## config.mk

```make
export PLATFORM = sky130hd
export DESIGN_NAME = msst_datapath
export DESIGN_NICKNAME = d
export VERILOG_FILES = /design/src/rtl/msst_pkg.sv /design/src/rtl/msst_datapath.sv
export SDC_FILE = /design/constraint.sdc
export NUM_CORES = 2
export LEC_CHECK = 0
export BUFFER_PORTS_ARGS = -buffer_cell sky130_fd_sc_hd__buf_4
export CAP_MARGIN = 0
export CORE_UTILIZATION = 30
export DETAILED_ROUTE_END_ITERATION = 10
export PLACE_DENSITY = 0.51
export SLEW_MARGIN = 30
export SYNTH_ARGS = -nofsm -noshare
export SYNTH_HDL_FRONTEND = slang
export SYNTH_SLANG_ARGS = --single-unit
```

## constraint.sdc

```tcl
create_clock -name clk_i -period 8 [get_ports clk_i]
set_clock_uncertainty 0.1 [all_clocks]
set_input_delay 1.6 -clock clk_i [delete_from_list [all_inputs] [get_ports clk_i]]
set_output_delay 1.6 -clock clk_i [all_outputs]
set_load 0.01 [all_outputs]
```

## src/rtl/msst_pkg.sv

```systemverilog
// ----------------------------------------------------------------------------
// msst_pkg
// Shared types and constants of the timer slot table.
// ----------------------------------------------------------------------------
`timescale 1ns / 1ps

package msst_pkg;

  // table size and derived widths
  localparam int unsigned NUM_SLOTS = 16;
  localparam int unsigned IDX_W  = (NUM_SLOTS > 1) ? $clog2(NUM_SLOTS) : 1;
  localparam int unsigned CNT_W  = $clog2(NUM_SLOTS + 1);

  localparam logic [15:0] ID_FIRST = 16'd1;
  localparam logic [15:0] ID_MAX   = 16'hFFFF;

  // opcodes
  localparam logic [2:0] OP_CHECK   = 3'd0;
  localparam logic [2:0] OP_CREATE  = 3'd1;
  localparam logic [2:0] OP_DELETE  = 3'd2;
  localparam logic [2:0] OP_RESTART = 3'd3;
  localparam logic [2:0] OP_ENABLE  = 3'd4;
  localparam logic [2:0] OP_DISABLE = 3'd5;
  localparam logic [2:0] OP_TOGGLE  = 3'd6;
  localparam logic [2:0] OP_QUERY   = 3'd7;

  // status codes
  localparam logic [1:0] ST_OK        = 2'd0;
  localparam logic [1:0] ST_NO_SLOT   = 2'd1;
  localparam logic [1:0] ST_NOT_FOUND = 2'd2;

  typedef struct packed {
    logic [2:0]  opcode;
    logic [31:0] now_ms;
    logic [30:0] delay_ms;
    logic [14:0] run_limit;
    logic [15:0] target_id;
  } req_t;

  typedef struct packed {
    logic [1:0]  status;
    logic [15:0] result_id;
    logic        fired;
    logic        removed;
    logic        enabled_flag;
    logic [4:0]  active_count;
    logic        last;
  } rsp_t;

  // controller to datapath
  typedef struct packed {
    logic             load;
    logic             scan;
    logic             apply;
    logic [IDX_W-1:0] idx;
    logic [IDX_W-1:0] emit_idx;
  } cmd_t;

  // datapath to controller
  typedef struct packed {
    logic last;
  } stat_t;

endpackage

```

## src/rtl/msst_datapath.sv

```systemverilog
// ----------------------------------------------------------------------------
// msst_datapath
// Slot storage, per-slot scan logic, opcode apply and result formatting.
// ----------------------------------------------------------------------------
`timescale 1ns / 1ps

module msst_datapath (
  input  logic           clk_i,
  input  logic           rst_ni,
  input  msst_pkg::cmd_t cmd_i,
  input  msst_pkg::req_t req_i,
  output msst_pkg::rsp_t rsp_o,
  output msst_pkg::stat_t stat_o
);

  localparam int unsigned N     = msst_pkg::NUM_SLOTS;
  localparam int unsigned IDX_W = msst_pkg::IDX_W;
  localparam int unsigned CNT_W = msst_pkg::CNT_W;

  // slot state
  logic [N-1:0]  used_q, enabled_q;
  logic [30:0]   period_q    [N];
  logic [31:0]   last_time_q [N];
  logic [14:0]   run_limit_q [N];
  logic [14:0]   run_count_q [N];
  logic [15:0]   ident_q     [N];
  logic [15:0]   next_ident_q;
  logic [CNT_W-1:0] used_count_q;

  // request and scan bookkeeping
  msst_pkg::req_t   req_q;
  logic             found_q;
  logic [IDX_W-1:0] sel_q;
  logic [CNT_W-1:0] nres_q;
  logic [15:0]      res_id_q  [N];
  logic [N-1:0]     res_rem_q;

  // slot under scan
  logic        rd_used, rd_en, expired, lim_zero, can_run, fire, del;
  logic        is_check, hit;
  logic [31:0] elapsed;
  logic [14:0] cnt_inc;

  always_comb begin
    rd_used  = used_q[cmd_i.idx];
    rd_en    = enabled_q[cmd_i.idx];
    elapsed  = req_q.now_ms - last_time_q[cmd_i.idx];
    expired  = rd_used && (elapsed >= {1'b0, period_q[cmd_i.idx]});
    lim_zero = (run_limit_q[cmd_i.idx] == 15'd0);
    can_run  = (run_count_q[cmd_i.idx] < run_limit_q[cmd_i.idx]);
    cnt_inc  = run_count_q[cmd_i.idx] + 15'd1;
    fire     = expired && rd_en && (lim_zero || can_run);
    del      = expired && rd_en && !lim_zero && can_run &&
               (cnt_inc >= run_limit_q[cmd_i.idx]);
    is_check = (req_q.opcode == msst_pkg::OP_CHECK);
    if (req_q.opcode == msst_pkg::OP_CREATE) begin
      hit = !found_q && !rd_used;
    end else begin
      hit = !found_q && (req_q.target_id != 16'd0) && rd_used &&
            (ident_q[cmd_i.idx] == req_q.target_id);
    end
  end

  // control state and slot fields with a defined reset
  always_ff @(posedge clk_i or negedge rst_ni) begin
    if (!rst_ni) begin
      used_q       <= '0;
      enabled_q    <= '0;
      for (int k = 0; k < N; k++) begin
        period_q[k]    <= '0;
        last_time_q[k] <= '0;
        run_count_q[k] <= '0;
        ident_q[k]     <= '0;
      end
      next_ident_q <= msst_pkg::ID_FIRST;
      used_count_q <= '0;
      found_q      <= 1'b0;
      nres_q       <= '0;
    end else if (cmd_i.load) begin
      found_q <= 1'b0;
      nres_q  <= '0;
    end else if (cmd_i.scan) begin
      if (is_check) begin
        // periodic check of one slot
        if (expired) begin
          last_time_q[cmd_i.idx] <= last_time_q[cmd_i.idx] + {1'b0, period_q[cmd_i.idx]};
          if (rd_en && !lim_zero && can_run && !del) begin
            run_count_q[cmd_i.idx] <= cnt_inc;
          end
          if (fire) begin
            nres_q <= nres_q + CNT_W'(1);
          end
          if (del) begin
            used_q[cmd_i.idx]      <= 1'b0;
            enabled_q[cmd_i.idx]   <= 1'b0;
            period_q[cmd_i.idx]    <= '0;
            run_count_q[cmd_i.idx] <= '0;
            ident_q[cmd_i.idx]     <= '0;
            used_count_q           <= used_count_q - CNT_W'(1);
          end
        end
      end else if (hit) begin
        found_q <= 1'b1;
      end
    end else if (cmd_i.apply && !is_check && found_q) begin
      // single-slot operations
      case (req_q.opcode)
        msst_pkg::OP_CREATE: begin
          used_q[sel_q]      <= 1'b1;
          enabled_q[sel_q]   <= 1'b1;
          period_q[sel_q]    <= req_q.delay_ms;
          last_time_q[sel_q] <= req_q.now_ms;
          run_count_q[sel_q] <= '0;
          ident_q[sel_q]     <= next_ident_q;
          next_ident_q       <= (next_ident_q == msst_pkg::ID_MAX) ?
                                msst_pkg::ID_FIRST : next_ident_q + 16'd1;
          used_count_q       <= used_count_q + CNT_W'(1);
        end
        msst_pkg::OP_DELETE: begin
          used_q[sel_q]      <= 1'b0;
          enabled_q[sel_q]   <= 1'b0;
          period_q[sel_q]    <= '0;
          run_count_q[sel_q] <= '0;
          ident_q[sel_q]     <= '0;
          used_count_q       <= used_count_q - CNT_W'(1);
        end
        msst_pkg::OP_RESTART: last_time_q[sel_q] <= req_q.now_ms;
        msst_pkg::OP_ENABLE:  enabled_q[sel_q]   <= 1'b1;
        msst_pkg::OP_DISABLE: enabled_q[sel_q]   <= 1'b0;
        msst_pkg::OP_TOGGLE:  enabled_q[sel_q]   <= !enabled_q[sel_q];
        default: ;
      endcase
    end
  end

  // payload registers
  always_ff @(posedge clk_i) begin
    if (cmd_i.load) begin
      req_q <= req_i;
    end
    if (cmd_i.scan && is_check && fire) begin
      res_id_q[nres_q[IDX_W-1:0]]  <= ident_q[cmd_i.idx];
      res_rem_q[nres_q[IDX_W-1:0]] <= del;
    end
    if (cmd_i.scan && !is_check && hit) begin
      sel_q <= cmd_i.idx;
    end
    if (cmd_i.apply && found_q && (req_q.opcode == msst_pkg::OP_CREATE)) begin
      run_limit_q[sel_q] <= req_q.run_limit;
    end
  end

  // result formatting
  logic emit_last;

  always_comb begin
    emit_last = (nres_q == '0) ||
                ({{(CNT_W - IDX_W){1'b0}}, cmd_i.emit_idx} == nres_q - CNT_W'(1));
    rsp_o.active_count = 5'(used_count_q);
    rsp_o.fired        = 1'b0;
    rsp_o.removed      = 1'b0;
    rsp_o.last         = 1'b1;
    if (is_check) begin
      rsp_o.status       = msst_pkg::ST_OK;
      rsp_o.result_id    = '0;
      rsp_o.enabled_flag = 1'b0;
      rsp_o.last         = emit_last;
      if (nres_q != '0) begin
        rsp_o.result_id    = res_id_q[cmd_i.emit_idx];
        rsp_o.fired        = 1'b1;
        rsp_o.removed      = res_rem_q[cmd_i.emit_idx];
        rsp_o.enabled_flag = !res_rem_q[cmd_i.emit_idx];
      end
    end else if (req_q.opcode == msst_pkg::OP_CREATE) begin
      rsp_o.status       = found_q ? msst_pkg::ST_OK : msst_pkg::ST_NO_SLOT;
      rsp_o.result_id    = found_q ? ident_q[sel_q] : 16'd0;
      rsp_o.enabled_flag = found_q && enabled_q[sel_q];
    end else begin
      rsp_o.status       = found_q ? msst_pkg::ST_OK : msst_pkg::ST_NOT_FOUND;
      rsp_o.result_id    = req_q.target_id;
      rsp_o.enabled_flag = found_q && enabled_q[sel_q];
    end
    stat_o.last = rsp_o.last;
  end

endmodule

```

==> impl.org <==
** Status
- The run finished with clean final reports.

** Synthesis
- Of the post-synthesis cell area, the dominant cell type holds 0.378.
- For this run, asynchronously set or reset flops after synthesis account for 0.718.
- Leading register cell type out of synthesis :: dfrtp_1
- Number of register bits inferred by synthesis :: 2,176
- Biggest area contributors in the synthesized netlist :: dfrtp_1 (38%), edfxtp_1 (18%), mux4_2 (16%)
- Area of the mapped netlist :: ~0.10 sq mm
- For this run, the register share of the synthesized area comes to 0.557.
- The biggest area contributor in the post-synthesis netlist is dfrtp_1.
- After synthesis, the mean cell area works out to 14.1 sq um.
- Cell count after synthesis :: 7,311
- Synth Net Count :: 7,556
- Yosys mapped a number of flops with a built-in enable equal to 613.
- During synthesis, Yosys emitted a total of 0 warnings.
- The number of different library cells used by synthesis comes to 83.

** Route
- For this run, design rule violations remaining after detail routing come to 0.
- Topmost layer with routed signal wires :: met5
- Using the TritonRoute via totals, the vias-per-cell ratio works out to 5.91.
- Wire length on met1 :: 155,000 um
- After the first detailed-routing iteration, the DRC count stood at ~7,400.
- Dividing the detail-routed wire length by the instance count gives 30.4 um.
- The routed design uses slightly below 30,000 um of met3 wire.
- Remaining antenna violation count after routing :: 0
- Vias post-DR :: 72,900
- Wires add up to 375,000 um.
- Met2 wire length :: 177,000 um
- Detailed Routing Iterations Pass 1 :: 8

** Worst setup path
- Source of the critical timing path :: cmd_i[5]
- Largest driver fanout on the critical path :: 87
- Crit path cell chain :: buf_8 > buf_4 > buf_12 > buf_4 > mux4_2 > mux4_2 > ha_1 > fa_1 > a21oi_1 > o21ai_1 > nand3_1 > a2111oi_0 > buf_4 > o41ai_1 > buf_4 > a211oi_1 > buf_4 > nor4_1 > o211a_1 > buf_12 > o21ai_0 > a31oi_1
- Category of the worst setup path capture point :: flop
- Grouping stages by cell kind, the critical path spends the most delay in buffers and inverters.
- Register-to-register setup slack :: 1.02 ns
- The endpoint identified for the worst register-to-register timing path is last_time_q[201]$_DFFE_PN0P_.
- Slowest cell delay on critical path :: about 0.9 ns
- Worst setup path category :: primary input to flop
- The critical path ends at last_time_q[126]$_DFFE_PN0P_.
- The number of buffers and inverters on the critical path is 8.
- WP data arrival :: around 8.5 ns
- Counting buffers and inverters, the worst setup path is 22 cells deep.
- Number of cells on the worst reg-to-reg path :: 29
- The worst setup path is launched from a primary input.
- Counting stages on the worst path, the most repeated cell is buf_4.
- Required arrival time at the worst endpoint :: 8.72 ns
- Worst r2r src :: last_time_q[107]$_DFFE_PN0P_
- Crit path max-delay cell type :: buf_4

** Layout
- Final net count :: ~8,000
- Across the whole layout, storage elements account for 0.0575 sq mm.
- In the final layout, the multi-input gates occupy 0.0427 sq mm.
- In the layout the commonest cells are dfrtp_1 (1,562), a22o_1 (971), mux4_2 (722).
- Share of the core filled with cells :: 0.357
- The layout has about 33,000 filler cells.
- Fraction of final layout cells sized beyond drive strength 1 :: 0.267
- Compared with the post-synthesis result, the final layout area differs by 18.5%.
- Leaving out fill and tap cells, the most frequent cell in the layout is dfrtp_1.

** Pwr
- Cell internal power was estimated by the tool at 0.0190 W.
- Ratio of total power to cell area :: 206 mW/mm^2
- Of the total power, the share spent switching nets is 0.247.
- Relative contribution of combinational cells to total power :: 0.082
- Clock share of power :: 0.442
- Summed over all nets, the switching power comes to around 0.0062 W.
- Leakage power of the design :: 48.6 nW
- Largest voltage drop on the vdd net :: 0.222 mV
- The share of total power dissipated in sequential elements is 0.476.

** Clock network
- The H-tree was split into 4 levels.
- The clock passes through at most 4 buffers.
- Clock-pin slew was measured on the worst setup and hold paths at approximately 0.060 ns.
- The later pin in the worst-skew pair is clocked with a latency of 0.93 ns.
- TritonCTS clock tree :: done
- Clock root buffer :: clkbuf_16
- Number of buffers inserted by hold repair at cts :: 0
- CTS Buf Count :: about 240
- The tree built by TritonCTS fans out to ~2,200 sinks.

** Timing
- In this run the tightest slew margin relative to its limit is 0.274.
- For the pin with the worst max-slew slack, the measured transition is 1.09 ns.
- Dividing the final minimum period by the clock period gives 0.966.
- The max-slew violation total from the final report was 0.
- The routed design could run at a clock period as short as 7.73 ns.
- Upper clock frequency limit :: 129 MHz
- Hold_ws :: 0.374 ns
- The number of failing hold endpoints at the final stage is 0.
- Setup violations remaining at the end of the flow were counted as 0.
- Setup repair after global routing left no endpoint under its margin.

** Placement
- Total half-perimeter wirelength after legalization and detailed placement :: ~230,000 um
- At the end of routability-driven placement, the weighted congestion stood at 0.892.
- Count of input and output buffers :: between 100 and 150

** Floorplan
- The floorplan step defined a die boundary enclosing 0.347 sq mm.
- Core area :: 0.343 sq mm
- During I/O placement, the number of pins put on the boundary was 138.
- Number of rows created at floorplan :: 215
- Overall die height :: 589 um
- The die is roughly 600 um wide.
- The initial utilization of the core area, before any placement, comes to 0.301.

** Global routing
- Summed over all layers, the global routing overflow is 0.
- The via count of the first global-routing pass is around 75,000.
- Initial antenna violation count :: 13
- In the global route stage, overall resource usage came out at 0.212.
- Entering global routing, the biggest net connects 186 pins.
- The first global-routing pass estimated 547,000 um of wire.

** Worst hold path
- The min-delay analysis places its worst path in the category flop to flop.

** Run
- Max Cap Violations :: 0
-- layer usage --
layer,vias up,track usage
li1,29700,-
met1,39100,0.286
met2,3374,0.341
met3,741,0.0424
met4,14,0.0715
met5,-,0
-- worst register-to-register path, delay by kind of cell, from the launching register on --
| kind | cells | cell delay (ns) |
|---|---|---|
| compound gates | 17 | 3.08 |
| xor+xnor | 1 | 0.16 |
| fa+ha+maj | 2 | 0.52 |
| buf+inv | 5 | 0.86 |
| flops | 1 | 0.41 |
| mux | 2 | 1.08 |
| simple gates | 2 | 0.67 |
-- cell type report --
type / count / area share
clock inverter: 106 / 0.00855
clock buffer: 323 / 0.0552
tap: 4557 / 0.0466
timing repair buffer: 827 / 0.0674
sequential: 2176 / 0.470
antenna: 5 / 0.000102
inverter: 119 / 0.00365
multi-input combinational: 4229 / 0.349
-- registers in the layout, summed over array words and instances, names as in the netlist, 16 cells and up, named ones only --
| signal | flops |
|---|---|
| ident_q | 256 |
| period_q | 496 |
| res_id_q | 256 |
| next_ident_q | 16 |
| run_count_q | 240 |
| res_rem_q | 16 |
| req_q | 97 |
| last_time_q | 512 |
| run_limit_q | 240 |
| enabled_q | 16 |
-- synthesized netlist by cell type, types with 32 or more instances --
library cell  number
nand2_1          203
o21a_1           386
ha_1             133
a31oi_1           34
a21oi_1          177
nand3_1           45
nor3_1            39
xor2_1            42
mux4_2           722
a22o_1           971
buf_4             43
xnor2_1           61
a22oi_1           59
buf_1             72
nor2_1           377
o2bb2ai_1         32
nand4_1           34
clkbuf_1         486
o221ai_1         368
o21ai_0          173
buf_2            166
dfrtp_1         1562
inv_1            117
edfxtp_1         613
a21o_1            45
-- what timing repair did --
action | 4_1_cts | 5_1_grt
gates resized for setup | 0 | 3
setup buffers | 0 | 4
endpoints found under the setup margin | 0 | 728
-- stage by stage --
step                power [W]  TNS [ns]  std cells  setup slack [ns]  instance area, sq um
CTS                    0.0254         0      12300             0.168                122000
finish                 0.0252         0      12300             0.273                122000
global route           0.0260         0      12300           0.00287                122000
detailed placement     0.0142   -905.36      11900            -0.753                114000
global placement       0.0142   -954.77      11900            -0.711                114000
floorplan              0.0132   -953.21       7311            -0.814                104000
-- worst min-delay path by stage --
stage                       to  cells past startpoint
final                     flop                      1
after global routing      flop                      1
after CTS                 flop                      1
after detailed placement  flop                      1
after global placement    flop                      1
after floorplan           flop                      1
-- power groups by stage --
stage	logic, W	clock network [W]	registers [W]
2_1_floorplan	0.00121	0	0.0120
3_3_place_gp	0.00202	0	0.0122
3_5_place_dp	0.00205	0	0.0122
4_1_cts	0.00205	0.0113	0.0120
5_1_grt	0.00221	0.0117	0.0120
6_report	0.00206	0.0111	0.0120
-- cell families after synthesis --
| family | after synthesis | share of synthesized area |
|---|---|---|
| AO/OA/AOI/OAI | 2412 | 0.184 |
| XOR/XNOR | 103 | 0.00873 |
| adder cells (fa/ha/maj) | 135 | 0.0165 |
| buffers and inverters | 906 | 0.0378 |
| flip-flops | 2176 | 0.557 |
| multiplexers | 747 | 0.160 |
| AND/OR/NAND/NOR | 832 | 0.0363 |
(Power assumes the default switching activity.)
