[config.mk]
export PLATFORM = sky130hd
export DESIGN_NAME = msst_ctrl
export DESIGN_NICKNAME = d
export VERILOG_FILES = /design/src/rtl/msst_pkg.sv /design/src/rtl/msst_ctrl.sv
export SDC_FILE = /design/constraint.sdc
export NUM_CORES = 1
export LEC_CHECK = 0
export BUFFER_PORTS_ARGS = -buffer_cell sky130_fd_sc_hd__buf_2
export CAP_MARGIN = 20
export CORE_AREA = 2 2 39 41
export DETAILED_ROUTE_END_ITERATION = 16
export DIE_AREA = 0 0 41 43
export HOLD_SLACK_MARGIN = 0.02
export MAX_ROUTING_LAYER = met4
export PLACE_DENSITY = 0.73
export SLEW_MARGIN = 20
export SYNTH_ARGS = -nofsm -noshare
export SYNTH_HDL_FRONTEND = slang
export SYNTH_SLANG_ARGS = --single-unit
[constraint.sdc]
create_clock -name clk_i -period 3.1 [get_ports clk_i]
set_input_delay 0 -clock clk_i [delete_from_list [all_inputs] [get_ports clk_i]]
set_output_delay 0 -clock clk_i [all_outputs]
set_load 0.01 [all_outputs]
[src/rtl/msst_pkg.sv]
// ----------------------------------------------------------------------------
// msst_pkg
// Shared types and constants of the timer slot table.
// ----------------------------------------------------------------------------
`timescale 1ns / 1ps

package msst_pkg;

  // table size and derived widths
  localparam int unsigned NUM_SLOTS = 16;
  localparam int unsigned IDX_W  = (NUM_SLOTS > 1) ? $clog2(NUM_SLOTS) : 1;
  localparam int unsigned CNT_W  = $clog2(NUM_SLOTS + 1);

  localparam logic [15:0] ID_FIRST = 16'd1;
  localparam logic [15:0] ID_MAX   = 16'hFFFF;

  // opcodes
  localparam logic [2:0] OP_CHECK   = 3'd0;
  localparam logic [2:0] OP_CREATE  = 3'd1;
  localparam logic [2:0] OP_DELETE  = 3'd2;
  localparam logic [2:0] OP_RESTART = 3'd3;
  localparam logic [2:0] OP_ENABLE  = 3'd4;
  localparam logic [2:0] OP_DISABLE = 3'd5;
  localparam logic [2:0] OP_TOGGLE  = 3'd6;
  localparam logic [2:0] OP_QUERY   = 3'd7;

  // status codes
  localparam logic [1:0] ST_OK        = 2'd0;
  localparam logic [1:0] ST_NO_SLOT   = 2'd1;
  localparam logic [1:0] ST_NOT_FOUND = 2'd2;

  typedef struct packed {
    logic [2:0]  opcode;
    logic [31:0] now_ms;
    logic [30:0] delay_ms;
    logic [14:0] run_limit;
    logic [15:0] target_id;
  } req_t;

  typedef struct packed {
    logic [1:0]  status;
    logic [15:0] result_id;
    logic        fired;
    logic        removed;
    logic        enabled_flag;
    logic [4:0]  active_count;
    logic        last;
  } rsp_t;

  // controller to datapath
  typedef struct packed {
    logic             load;
    logic             scan;
    logic             apply;
    logic [IDX_W-1:0] idx;
    logic [IDX_W-1:0] emit_idx;
  } cmd_t;

  // datapath to controller
  typedef struct packed {
    logic last;
  } stat_t;

endpackage

[src/rtl/msst_ctrl.sv]
// ----------------------------------------------------------------------------
// msst_ctrl
// Sequencer: accept, slot scan, apply, result emission.
// ----------------------------------------------------------------------------
`timescale 1ns / 1ps

module msst_ctrl (
  input  logic            clk_i,
  input  logic            rst_ni,
  input  logic            req_valid_i,
  output logic            req_ready_o,
  output logic            rsp_valid_o,
  input  logic            rsp_ready_i,
  input  msst_pkg::stat_t stat_i,
  output msst_pkg::cmd_t  cmd_o
);

  localparam int unsigned IDX_W = msst_pkg::IDX_W;
  localparam logic [IDX_W-1:0] IDX_END = IDX_W'(msst_pkg::NUM_SLOTS - 1);

  typedef enum logic [1:0] {S_IDLE, S_SCAN, S_APPLY, S_EMIT} state_e;

  state_e           state_q;
  logic [IDX_W-1:0] idx_q, emit_q;

  // command decode
  always_comb begin
    req_ready_o    = (state_q == S_IDLE);
    rsp_valid_o    = (state_q == S_EMIT);
    cmd_o.load     = req_ready_o && req_valid_i;
    cmd_o.scan     = (state_q == S_SCAN);
    cmd_o.apply    = (state_q == S_APPLY);
    cmd_o.idx      = idx_q;
    cmd_o.emit_idx = emit_q;
  end

  // state machine
  always_ff @(posedge clk_i or negedge rst_ni) begin
    if (!rst_ni) begin
      state_q <= S_IDLE;
      idx_q   <= '0;
      emit_q  <= '0;
    end else begin
      case (state_q)
        S_IDLE: begin
          if (req_valid_i) begin
            state_q <= S_SCAN;
            idx_q   <= '0;
          end
        end
        S_SCAN: begin
          idx_q <= idx_q + IDX_W'(1);
          if (idx_q == IDX_END) begin
            state_q <= S_APPLY;
          end
        end
        S_APPLY: begin
          state_q <= S_EMIT;
          emit_q  <= '0;
        end
        S_EMIT: begin
          if (rsp_ready_i) begin
            if (stat_i.last) begin
              state_q <= S_IDLE;
            end else begin
              emit_q <= emit_q + IDX_W'(1);
            end
          end
        end
        default: state_q <= S_IDLE;
      endcase
    end
  end

endmodule

==> summary.txt, run 1 <==
STA
  • Slew HR: 76.20%
  • Layout Skew: 0.6607 ps
  • Setup slack after layout: 1509 ps
  • Hold slack: 96.89 ps
  • Setup tns final: 0 ps
  • Final setup vio count: 0
  • Worst-Margin Slew: 347.0 ps
  • RSZ-0062 raised after global routing: no
  • Hold Vio Cnt, Final: 0
  • Pins Over Slew Limit: 0
  • Min Tclk post-route: 1591 ps
  • Period utilization: 51.32%
  • Max Clock Freq: 628.6 MHz

CTS
  • Clock root buffer: clkbuf_4
  • CTS tree: built
  • CTS resizes: 0
  • CTS H-tree lvls: 1
  • Clock buffer depth: 2
  • Setup bufs post-CTS: 0
  • Hold buffers post-CTS: 1
  • Clk_lat worst skew: 250 ps
  • CTS Sinks: 10
  • Clock-pin slew on the worst setup and hold paths: 60 ps
  • Num CTS Buffers: 3

Pwr
  • Leak: 0.3887 nW
  • Peak supply drop: 448.1 uV
  • Power density cells: 875.8 nW/um^2

Synthesis
  • Synth cell types: 25
  • Synth Warn #: 0
  • Synthesized area: 634.4 sq um
  • Mapped Cells: 59
  • Primary FF master, synth: dfrtp_1
  • Mapped Avg Cell Area: 10.75 sq um
  • Yosys reg bits: 10
  • Number of synthesized flops with an enable pin: 0
  • Sequential share of the synthesized area: 39.45%
  • Syn_nets: 71
  • Post-synth ARST share: 100.0%

Floorplanning
  • Die area: 1763 sq um
  • Chip Height: 43 um
  • Core ar.: 1384 sq um
  • Die Wd: 41 um
  • I/O Pins: 18
  • Initial Util: 45.84%
  • Num rows: 14

Global route
  • Antenna violations before repair: 0
  • First-pass GRT wire length: 1766 um
  • Vias in the first global route: 426
  • GRT overflow: 0
  • Overall Global Routing Usage: 14.97%
  • Largest net degree at the start of global routing: 11

Finish
  • Synthesis-to-finish area growth: 20.91%
  • # nets final: 93
  • Antenna cell count: 0
  • Share of cells above drive strength 1: 30.38%
  • Fillers: 117
  • Final core occ: 55.43%
  • Post-route cell area: 767.0 sq um
  • Most frequent cells in the layout: buf_2 (17), dfrtp_1 (10), nand3_1 (7), ha_1 (7)
  • Most common cell after layout, fill and taps aside: buf_2

Worst hold path
  • Hold Path Class: in -> reg

Drt
  • Antenna Nets Post-Route: 0
  • Drc violations: 0
  • First DRT Iteration DRCs: 2
  • Total Wirelength: 1129 um
  • Vias per cell: 5.274
  • TritonRoute pass-1 iters: 3
  • Routed WL per cell: 11.88 um
  • Via Count: 501

Setup path
  • Crit path DAT: 1730 ps
  • Critical path data required time: 3240 ps
  • Critical path class: reg -> reg
  • Max stage delay on crit path: 370 ps
  • FF-to-FF setup slack: 1510 ps
  • Startpoint types: register
  • CP Capture Type: register
  • Slowest CP cell: dfrtp_1
  • Crit path max fanout: 5
  • Crit-path cells: inv_1 > ha_1 > nor2b_1 > a221oi_4 > mux2_1

Place
  • Detailed Place HPWL: 884.8 um
  • Routability Congestion: 0.7470
  • Post-Place Setup Slack: 1520 ps
  • Placed cell area: 734.5 sq um
  • Port bufs: 17

Run status
  • Status: finished, final reports clean

Flow run
  • Max cap viols: 0
## routing by layer
layer	track usage (%)	part of all wire, %
met1	21.26	51
met2	20.31	43
met3	3.141	5.9
met4	6.000	0.53
met5	-	0
## flip-flops by register name, indices dropped and copies added (netlist names)
signal,cells
emit_q,4
idx_q,4
state_q,2
## cell usage after synthesis, types with 2 or more instances
| library cell | count | area share, % |
|---|---|---|
| nor2_1 | 2 | 1.2 |
| ha_1 | 7 | 14 |
| mux2i_1 | 2 | 3.2 |
| inv_1 | 2 | 1.2 |
| dfrtp_1 | 10 | 39 |
| nand2b_1 | 4 | 3.9 |
| o21ai_0 | 3 | 2.4 |
| nand2_1 | 4 | 2.4 |
| a22o_1 | 3 | 4.1 |
| nand3_1 | 7 | 5.5 |
## kinds of logic after synthesis
logic type | after synthesis | share of synthesized area (%)
muxes | 4 | 6.706
AOI/OAI and AO/OA | 9 | 13.41
and+or+nand+nor | 25 | 23.28
buffers and inverters | 3 | 1.972
xor gates and xnor gates | 1 | 1.381
adders and majority gates | 7 | 13.81
DFF | 10 | 39.45
## worst max-delay path, delay by kind of cell (launching register included)
family          cells  cell delay (ps)
flops               1              370
buf+inv             1               90
compound gates      1              220
mux                 1              340
simple gates        1              180
fa+ha+maj           1              260
## power by group
| part | switching [W] | internal [W] |
|---|---|---|
| clock network | 0.0000406 | 0.0000446 |
| logic | 0.000196 | 0.000171 |
| registers | 0.0000452 | 0.000175 |
## stage by stage
stage	cells	total power (W)
3_5_place_dp	91	0.0005886
2_1_floorplan	59	0.0004854
3_3_place_gp	91	0.0005825
4_1_cts	95	0.0006792
5_1_grt	95	0.0007321
6_report	95	0.0006717
## final timing paths
kind / from / end / cells after the start
setup / recovery: state_q[0]$_DFFE_PN0P_ / state_q[1]$_DFFE_PN0P_ / 5
hold / removal: stat_i / emit_q[2]$_DFFE_PN0P_ / 3
setup reg to reg: state_q[0]$_DFFE_PN0P_ / state_q[1]$_DFFE_PN0P_ / 5
hold reg to reg: emit_q[2]$_DFFE_PN0P_ / emit_q[2]$_DFFE_PN0P_ / 1
max in group asynchronous: rst_ni / idx_q[1]$_DFFE_PN0P_ / 2
min in group asynchronous: rst_ni / emit_q[2]$_DFFE_PN0P_ / 2
## cell type report
type / instances / area [sq um] / area share [%]
multi-input cells: 46 / 371.6 / 48.45
clock buffers: 3 / 22.52 / 2.936
well taps: 16 / 20.02 / 2.610
inverters: 2 / 7.507 / 0.9788
repair buffers: 18 / 95.09 / 12.40
flip-flops and latches: 10 / 250.2 / 32.63
Power figures use the tool's default switching activity.
==> inputs of run 2 (changes only) <==
- clock period: 3.1 -> 1.55 ns (I/O delays scaled with it)
==> run 2 against run 1 <==
Worst hold slack lost 22 ps. Routed wire length grew 13%. Clock skew is essentially flat. Combinational power grew 130%. Core utilization grew 4.1 points. Clock-buffer cell count grew 1. Largest cell class unchanged. Largest power group unchanged.
==> summary.txt, run 2 (synthesis gave the netlist of run 1 again) <==
STA
  • Period utilization: 94.74% (+43 points)
  • RSZ-0062 raised after global routing: no
  • Slew HR: 83.17% (+7.0 points)
  • Final setup vio count: 0 (unchanged)
  • Setup slack after layout: 81.53 ps (-1428 ps)
  • Setup tns final: 0 ps (unchanged)
  • Worst-Margin Slew: 247.5 ps (-99.51 ps)
  • Min Tclk post-route: 1468 ps (-122.4 ps)
  • Pins Over Slew Limit: 0 (unchanged)
  • Hold Vio Cnt, Final: 0 (unchanged)
  • Layout Skew: 0.7205 ps (+0.05981 ps)
  • Max Clock Freq: 681.0 MHz (+8.3%)

CTS
  • CTS H-tree lvls: 1 (unchanged)
  • Num CTS Buffers: 3 (unchanged)
  • CTS Sinks: 10 (unchanged)
  • Clock-pin slew on the worst setup and hold paths: 70 ps (about the same)
  • Clock root buffer: clkbuf_4
  • Setup bufs post-CTS: 0 (unchanged)
  • CTS tree: built
  • Clk_lat worst skew: 270 ps (+20 ps)
  • Clock buffer depth: 2 (unchanged)

Setup path
  • Critical path data required time: 1700 ps (-1540 ps)
  • Crit path max fanout: 5 (unchanged)
  • CP Capture Type: register
  • Crit path DAT: 1620 ps (-110 ps)
  • Startpoint types: register
  • Critical path class: reg -> reg

Drt
  • Routed WL per cell: 12.90 um (+8.5%)
  • Antenna Nets Post-Route: 0 (unchanged)
  • Vias per cell: 5.253 (-0.40%)
  • Via Count: 520 (+3.8%)
  • Total Wirelength: 1277 um (+13%)
  • TritonRoute pass-1 iters: 5 (+2)
  • First DRT Iteration DRCs: 5 (+3)
  • Drc violations: 0 (unchanged)

Place
  • Routability Congestion: 0.7223 (-3.3%)
  • Detailed Place HPWL: 927.8 um (+4.9%)
  • Post-Place Setup Slack: 25.95 ps (-1494 ps)
  • Port bufs: 17 (unchanged)

Finish
  • Synthesis-to-finish area growth: 29.78%
  • Antenna cell count: 0 (unchanged)
  • Fillers: 124 (+6.0%)
  • Multi-input gate area: 391.6 sq um (+5.4%)
  • Top Registers: emit_q (4), idx_q (4), state_q (2)
  • # nets final: 96 (+3.2%)
  • Share of cells above drive strength 1: 42.17% (+12 points)
  • Final core occ: 59.49% (+4.1 points)
  • Register area: 250.2 sq um (unchanged)
  • Most frequent cells in the layout: buf_2 (17), dfrtp_1 (10), nand3_1 (7)
  • Most common cell after layout, fill and taps aside: buf_2

Floorplanning
  • Core ar.: 1384 sq um (unchanged)
  • Initial Util: 45.84% (unchanged)
  • Num rows: 14 (unchanged)
  • I/O Pins: 18 (unchanged)
  • Chip Height: 43 um (unchanged)
  • Die area: 1763 sq um (unchanged)
  • Die Wd: 41 um (unchanged)

Pwr
  • Total power: 0.001548 W (+130%)
  • Power density cells: 1880 nW/um^2 (+110%)
  • Peak supply drop: 868.6 uV (+94%)
  • Leak: 0.4127 nW (+6.2%)

Run status
  • Status: finished, final reports clean

Global route
  • Vias in the first global route: 475 (+12%)
  • First-pass GRT wire length: 1966 um (+11%)
  • Antenna violations before repair: 0 (unchanged)
  • GRT overflow: 0 (unchanged)
  • Overall Global Routing Usage: 17.49% (+2.5 points)
  • Largest net degree at the start of global routing: 11 (unchanged)

Worst hold path
  • Hold Path Class: in -> reg

Flow run
  • Max cap viols: 0 (unchanged)
-- run 2: changes by cell type in the layout (fill, tap and decap cells not counted), moves of 2 or more --
cell,before,now
ha_2,0,2
inv_2,0,2
inv_1,2,0
ha_1,7,5
buf_4,0,3
-- run 2: area by class of cell --
class,instances,share of cell area [%]
clock buffer,4,4.407
sequential,10,30.40
timing repair buffer,21,14.29
tap,16,2.432
multi-input combinational,46,47.57
inverter,2,0.9119
-- run 2: worst paths after layout --
check | from | slack, ps | depth (start not counted) | end
max in group asynchronous | rst_ni | 1240 | 2 | state_q[0]$_DFFE_PN0P_
min in group asynchronous | rst_ni | 120 | 2 | emit_q[0]$_DFFE_PN0P_
worst min-delay path | stat_i | 70 | 3 | emit_q[2]$_DFFE_PN0P_
worst min register to register | emit_q[2]$_DFFE_PN0P_ | 520 | 1 | emit_q[2]$_DFFE_PN0P_
worst max register to register | idx_q[0]$_DFFE_PN0P_ | 80 | 4 | state_q[1]$_DFFE_PN0P_
worst max-delay path | idx_q[0]$_DFFE_PN0P_ | 80 | 4 | state_q[1]$_DFFE_PN0P_
-- run 2: stage by stage --
stage	area [sq um]	hold slack, ps	std cells
5_1_grt	823.3	77.65	99
2_1_floorplan	636.9	-295.6	59
3_3_place_gp	759.5	-124.7	94
3_5_place_dp	759.5	-124.7	94
4_1_cts	805.8	69.16	99
6_report	823.3	74.81	99
-- run 2: power by group --
part	switching, W	internal (W)
sequential	0.000102	0.000349
combinational	0.000420	0.000438
clock	0.0000969	0.000143
-- run 2: worst max-delay path: stages, from the launching register on --
cell and delay, ps:
dfrtp_1 420, ha_1 200, nand3_1 110, a221oi_4 290, mux2_4 330
-- run 2: repair_timing --
action	in CTS	in global routing
endpoints found under the setup margin	0	3
endpoints found under the hold margin	10	0
hold buffers	1	0
resized for setup	0	7
-- run 2: routing by layer --
metal  vias to the layer above  track usage, %  wire [um]
li1                        264               -          -
met1                       238           20.98        599
met2                        14           24.38        597
met3                         4           3.141         50
met4                         0           14.00         30
met5                         -               -          0
==> inputs of run 3 (changes only) <==
--- a/config.mk
+++ b/config.mk
@@ -6,12 +6,12 @@
 export NUM_CORES = 1
 export LEC_CHECK = 0
-export BUFFER_PORTS_ARGS = -buffer_cell sky130_fd_sc_hd__buf_2
 export CAP_MARGIN = 20
 export CORE_AREA = 2 2 39 41
 export DETAILED_ROUTE_END_ITERATION = 16
 export DIE_AREA = 0 0 41 43
+export DONT_BUFFER_PORTS = 1
 export HOLD_SLACK_MARGIN = 0.02
 export MAX_ROUTING_LAYER = met4
-export PLACE_DENSITY = 0.73
+export PLACE_DENSITY = 0.61
 export SLEW_MARGIN = 20
 export SYNTH_ARGS = -nofsm -noshare
==> constraint.sdc (replaced) <==
create_clock -name clk_i -period 1.55 [get_ports clk_i]
set_input_delay 0.465 -clock clk_i [delete_from_list [all_inputs] [get_ports clk_i]]
set_output_delay 0.465 -clock clk_i [all_outputs]
set_load 0.01 [all_outputs]
==> run 3 against run 2 <==
The run now ends with negative setup slack left. Critical path depth stayed put. Routed wire length rose by 5.7%. Global-route usage up 1.9 points. Sequential power fell by 2%.
==> summary.txt, run 3 (synthesis gave the netlist of run 1 again) <==
Run status
  • Status: complete, but fails checks
  • Failing checks: negative setup slack

Setup path
  • FF-to-FF setup slack: 40 ps (-40 ps)
  • Critical path class: reg -> out
  • CP Capture Type: primary output
  • Critical path data required time: 1080 ps (-620 ps)
  • R2r worst-path depth: 5 (+1)
  • Crit path DAT: 1190 ps (-430 ps)
  • Crit path buffers/inverters: 2 (+2)
  • R2R Path Start: state_q[1]$_DFFE_PN0P_
  • Crit path max fanout: 4 (-1)
  • End of the worst register-to-register path: state_q[1]$_DFFE_PN0P_
  • Cell family with most CP delay: flip-flops
  • Crit-path cells: inv_2 > ha_4 > buf_6 > and2_4
  • Max stage delay on crit path: 420 ps (about the same)
  • Startpoint types: register
  • Slowest CP cell: dfrtp_1

Pwr
  • Power density cells: 2029 nW/um^2 (+7.9%)
  • Sw Pwr: 0.0006703 W (+8.4%)
  • Leak: 0.3867 nW (-6.3%)
  • Switching portion of total power: 38.88% (-1.1 points)
  • Peak supply drop: 1143 uV (+32%)
  • Int Power: 0.001054 W (+13%)
  • Clock network fraction of total power: 13.7% (-1.8 points)
  • Logic pwr share: 60.6% (+5.2 points)
  • Share of power burned in registers: 25.7% (-3.4 points)

Finish
  • Register area: 250.2 sq um (unchanged)
  • Share of cells above drive strength 1: 37.66% (-4.5 points)
  • Most frequent cells in the layout: dfrtp_1 (10), buf_4 (10), nand3_1 (7)
  • Top Registers: emit_q (4), idx_q (4), state_q (2)
  • Fillers: 114 (-8.1%)
  • Final core occ: 61.39% (+1.9 points)
  • # nets final: 90 (-6.3%)
  • Multi-input gate area: 405.4 sq um (+3.5%)
  • Synthesis-to-finish area growth: 33.93%
  • Antenna cell count: 0 (unchanged)

Drt
  • Vias per cell: 5.613 (+6.9%)
  • Via Count: 522 (+0.38%)
  • Routed WL per cell: 14.52 um (+13%)
  • Drc violations: 0 (unchanged)
  • Antenna Nets Post-Route: 0 (unchanged)
  • Total Wirelength: 1350 um (+5.7%)
  • TritonRoute pass-1 iters: 5 (unchanged)
  • First DRT Iteration DRCs: 7 (+2)

Floorplanning
  • Num rows: 14 (unchanged)
  • Initial Util: 45.84% (unchanged)
  • I/O Pins: 18 (unchanged)
  • Chip Height: 43 um (unchanged)
  • Die Wd: 41 um (unchanged)
  • Core ar.: 1384 sq um (unchanged)
  • Die area: 1763 sq um (unchanged)

Worst hold path
  • Hold Path Class: in -> reg
  • Worst hold path depth: 2 (-1)
  • Worst Hold Launch: rsp_ready_i
  • Hold endpoint: emit_q[2]$_DFFE_PN0P_

STA
  • Final setup vio count: 5 (+5)
  • Period utilization: 107.0% (+12 points)
  • Max Clock Freq: 603.1 MHz (-11%)
  • Min Tclk post-route: 1658 ps (+189.8 ps)
  • Hold Vio Cnt, Final: 0 (unchanged)
  • Layout Skew: 3.044 ps (+2.323 ps)
  • Setup slack after layout: -108.2 ps (-189.8 ps)
  • RSZ-0062 raised after global routing: yes
  • Worst-Margin Slew: 478.5 ps (+230.9 ps)
  • Pins Over Slew Limit: 0 (unchanged)
  • Slew HR: 68.00% (-15 points)

Global route
  • First-pass GRT wire length: 2214 um (+13%)
  • Largest net degree at the start of global routing: 11 (unchanged)
  • Vias in the first global route: 559 (+18%)
  • GRT overflow: 0 (unchanged)
  • Overall Global Routing Usage: 19.44% (+1.9 points)
  • Antenna violations before repair: 0 (unchanged)

CTS
  • CTS tree: built
  • Clock-pin slew on the worst setup and hold paths: 70 ps (about the same)
  • CTS Sinks: 10 (unchanged)
  • Clock buffer depth: 2 (unchanged)
  • Clock root buffer: clkbuf_4
  • Num CTS Buffers: 3 (unchanged)
  • Clk_lat worst skew: 260 ps (about the same)
  • CTS H-tree lvls: 1 (unchanged)

Place
  • Detailed Place HPWL: 943.6 um (+1.7%)
  • Post-Place Setup Slack: 40.56 ps (+14.62 ps)
  • Port bufs: 0 (-17)
  • Routability Congestion: 0.6829 (-5.5%)

Flow run
  • Max cap viols: 0 (unchanged)
-- run 3: cell types whose count changed in the layout (fill, tap and decap cells not counted), sizes merged --
cell | before | now
buf | 20 | 14
-- run 3: worst reg2reg max path, stage by stage, from the launching register on --
cell and delay (ps):
dfrtp_1 420, inv_2 90, ha_4 170, nor2b_1 160, a221oi_4 210, mux2_1 340
-- run 3: metrics by stage --
stage	setup TNS, ps	std cells	cell area (sq um)	total power [W]	hold WS (ps)
floorplan	0	59	636.9	0.0009758	169.4
global placement	0	83	719.4	0.001214	169.7
detailed placement	0	83	719.4	0.001232	169.7
CTS	-294.0	91	824.5	0.001639	394.4
global route	-638.0	93	849.6	0.001862	419.2
finish	-393.5	93	849.6	0.001724	405.8
-- run 3: power groups by stage --
stage                     registers (W)  logic, W  clock network, W
after detailed placement       0.000438  0.000794                 0
after floorplan                0.000457  0.000519                 0
after global routing           0.000458   0.00115          0.000257
after CTS                      0.000439  0.000955          0.000245
final                          0.000443   0.00104          0.000236
after global placement         0.000434  0.000780                 0
-- run 3: timing repair --
action,4_1_cts,5_1_grt
hold endpoints to repair,10,0
hold buffers,1,0
pin swaps,2,1
resized for setup,9,3
setup buffers,3,2
endpoints found under the setup margin,5,10
-- run 3: routing by layer --
metal  GRT usage [%]  wire (um)  vias to the layer above
li1                -          -                      250
met5               -          0                        -
met4           10.00          9                        0
met3           6.283         78                        2
met1           21.59        576                      255
met2           29.69        686                       15
-- run 3: area by class of cell --
type	count	area share, %
clock buffer	4	4.271
inverter	2	0.8837
multi-input combinational	46	47.72
sequential	10	29.46
tap	16	2.356
timing repair buffer	15	15.32
-- run 3: worst max path at each step --
| stage | endpoint | start | cells after the start |
|---|---|---|---|
| global placement | state_q[1]$_DFFE_PN0P_ | state_q[1]$_DFFE_PN0P_ | 5 |
| floorplan | state_q[1]$_DFFE_PN0P_ | state_q[0]$_DFFE_PN0P_ | 4 |
| global route | cmd_o[10] | state_q[1]$_DFFE_PN0P_ | 4 |
| CTS | cmd_o[10] | state_q[1]$_DFFE_PN0P_ | 4 |
| finish | cmd_o[10] | state_q[1]$_DFFE_PN0P_ | 4 |
| detailed placement | state_q[1]$_DFFE_PN0P_ | state_q[1]$_DFFE_PN0P_ | 5 |
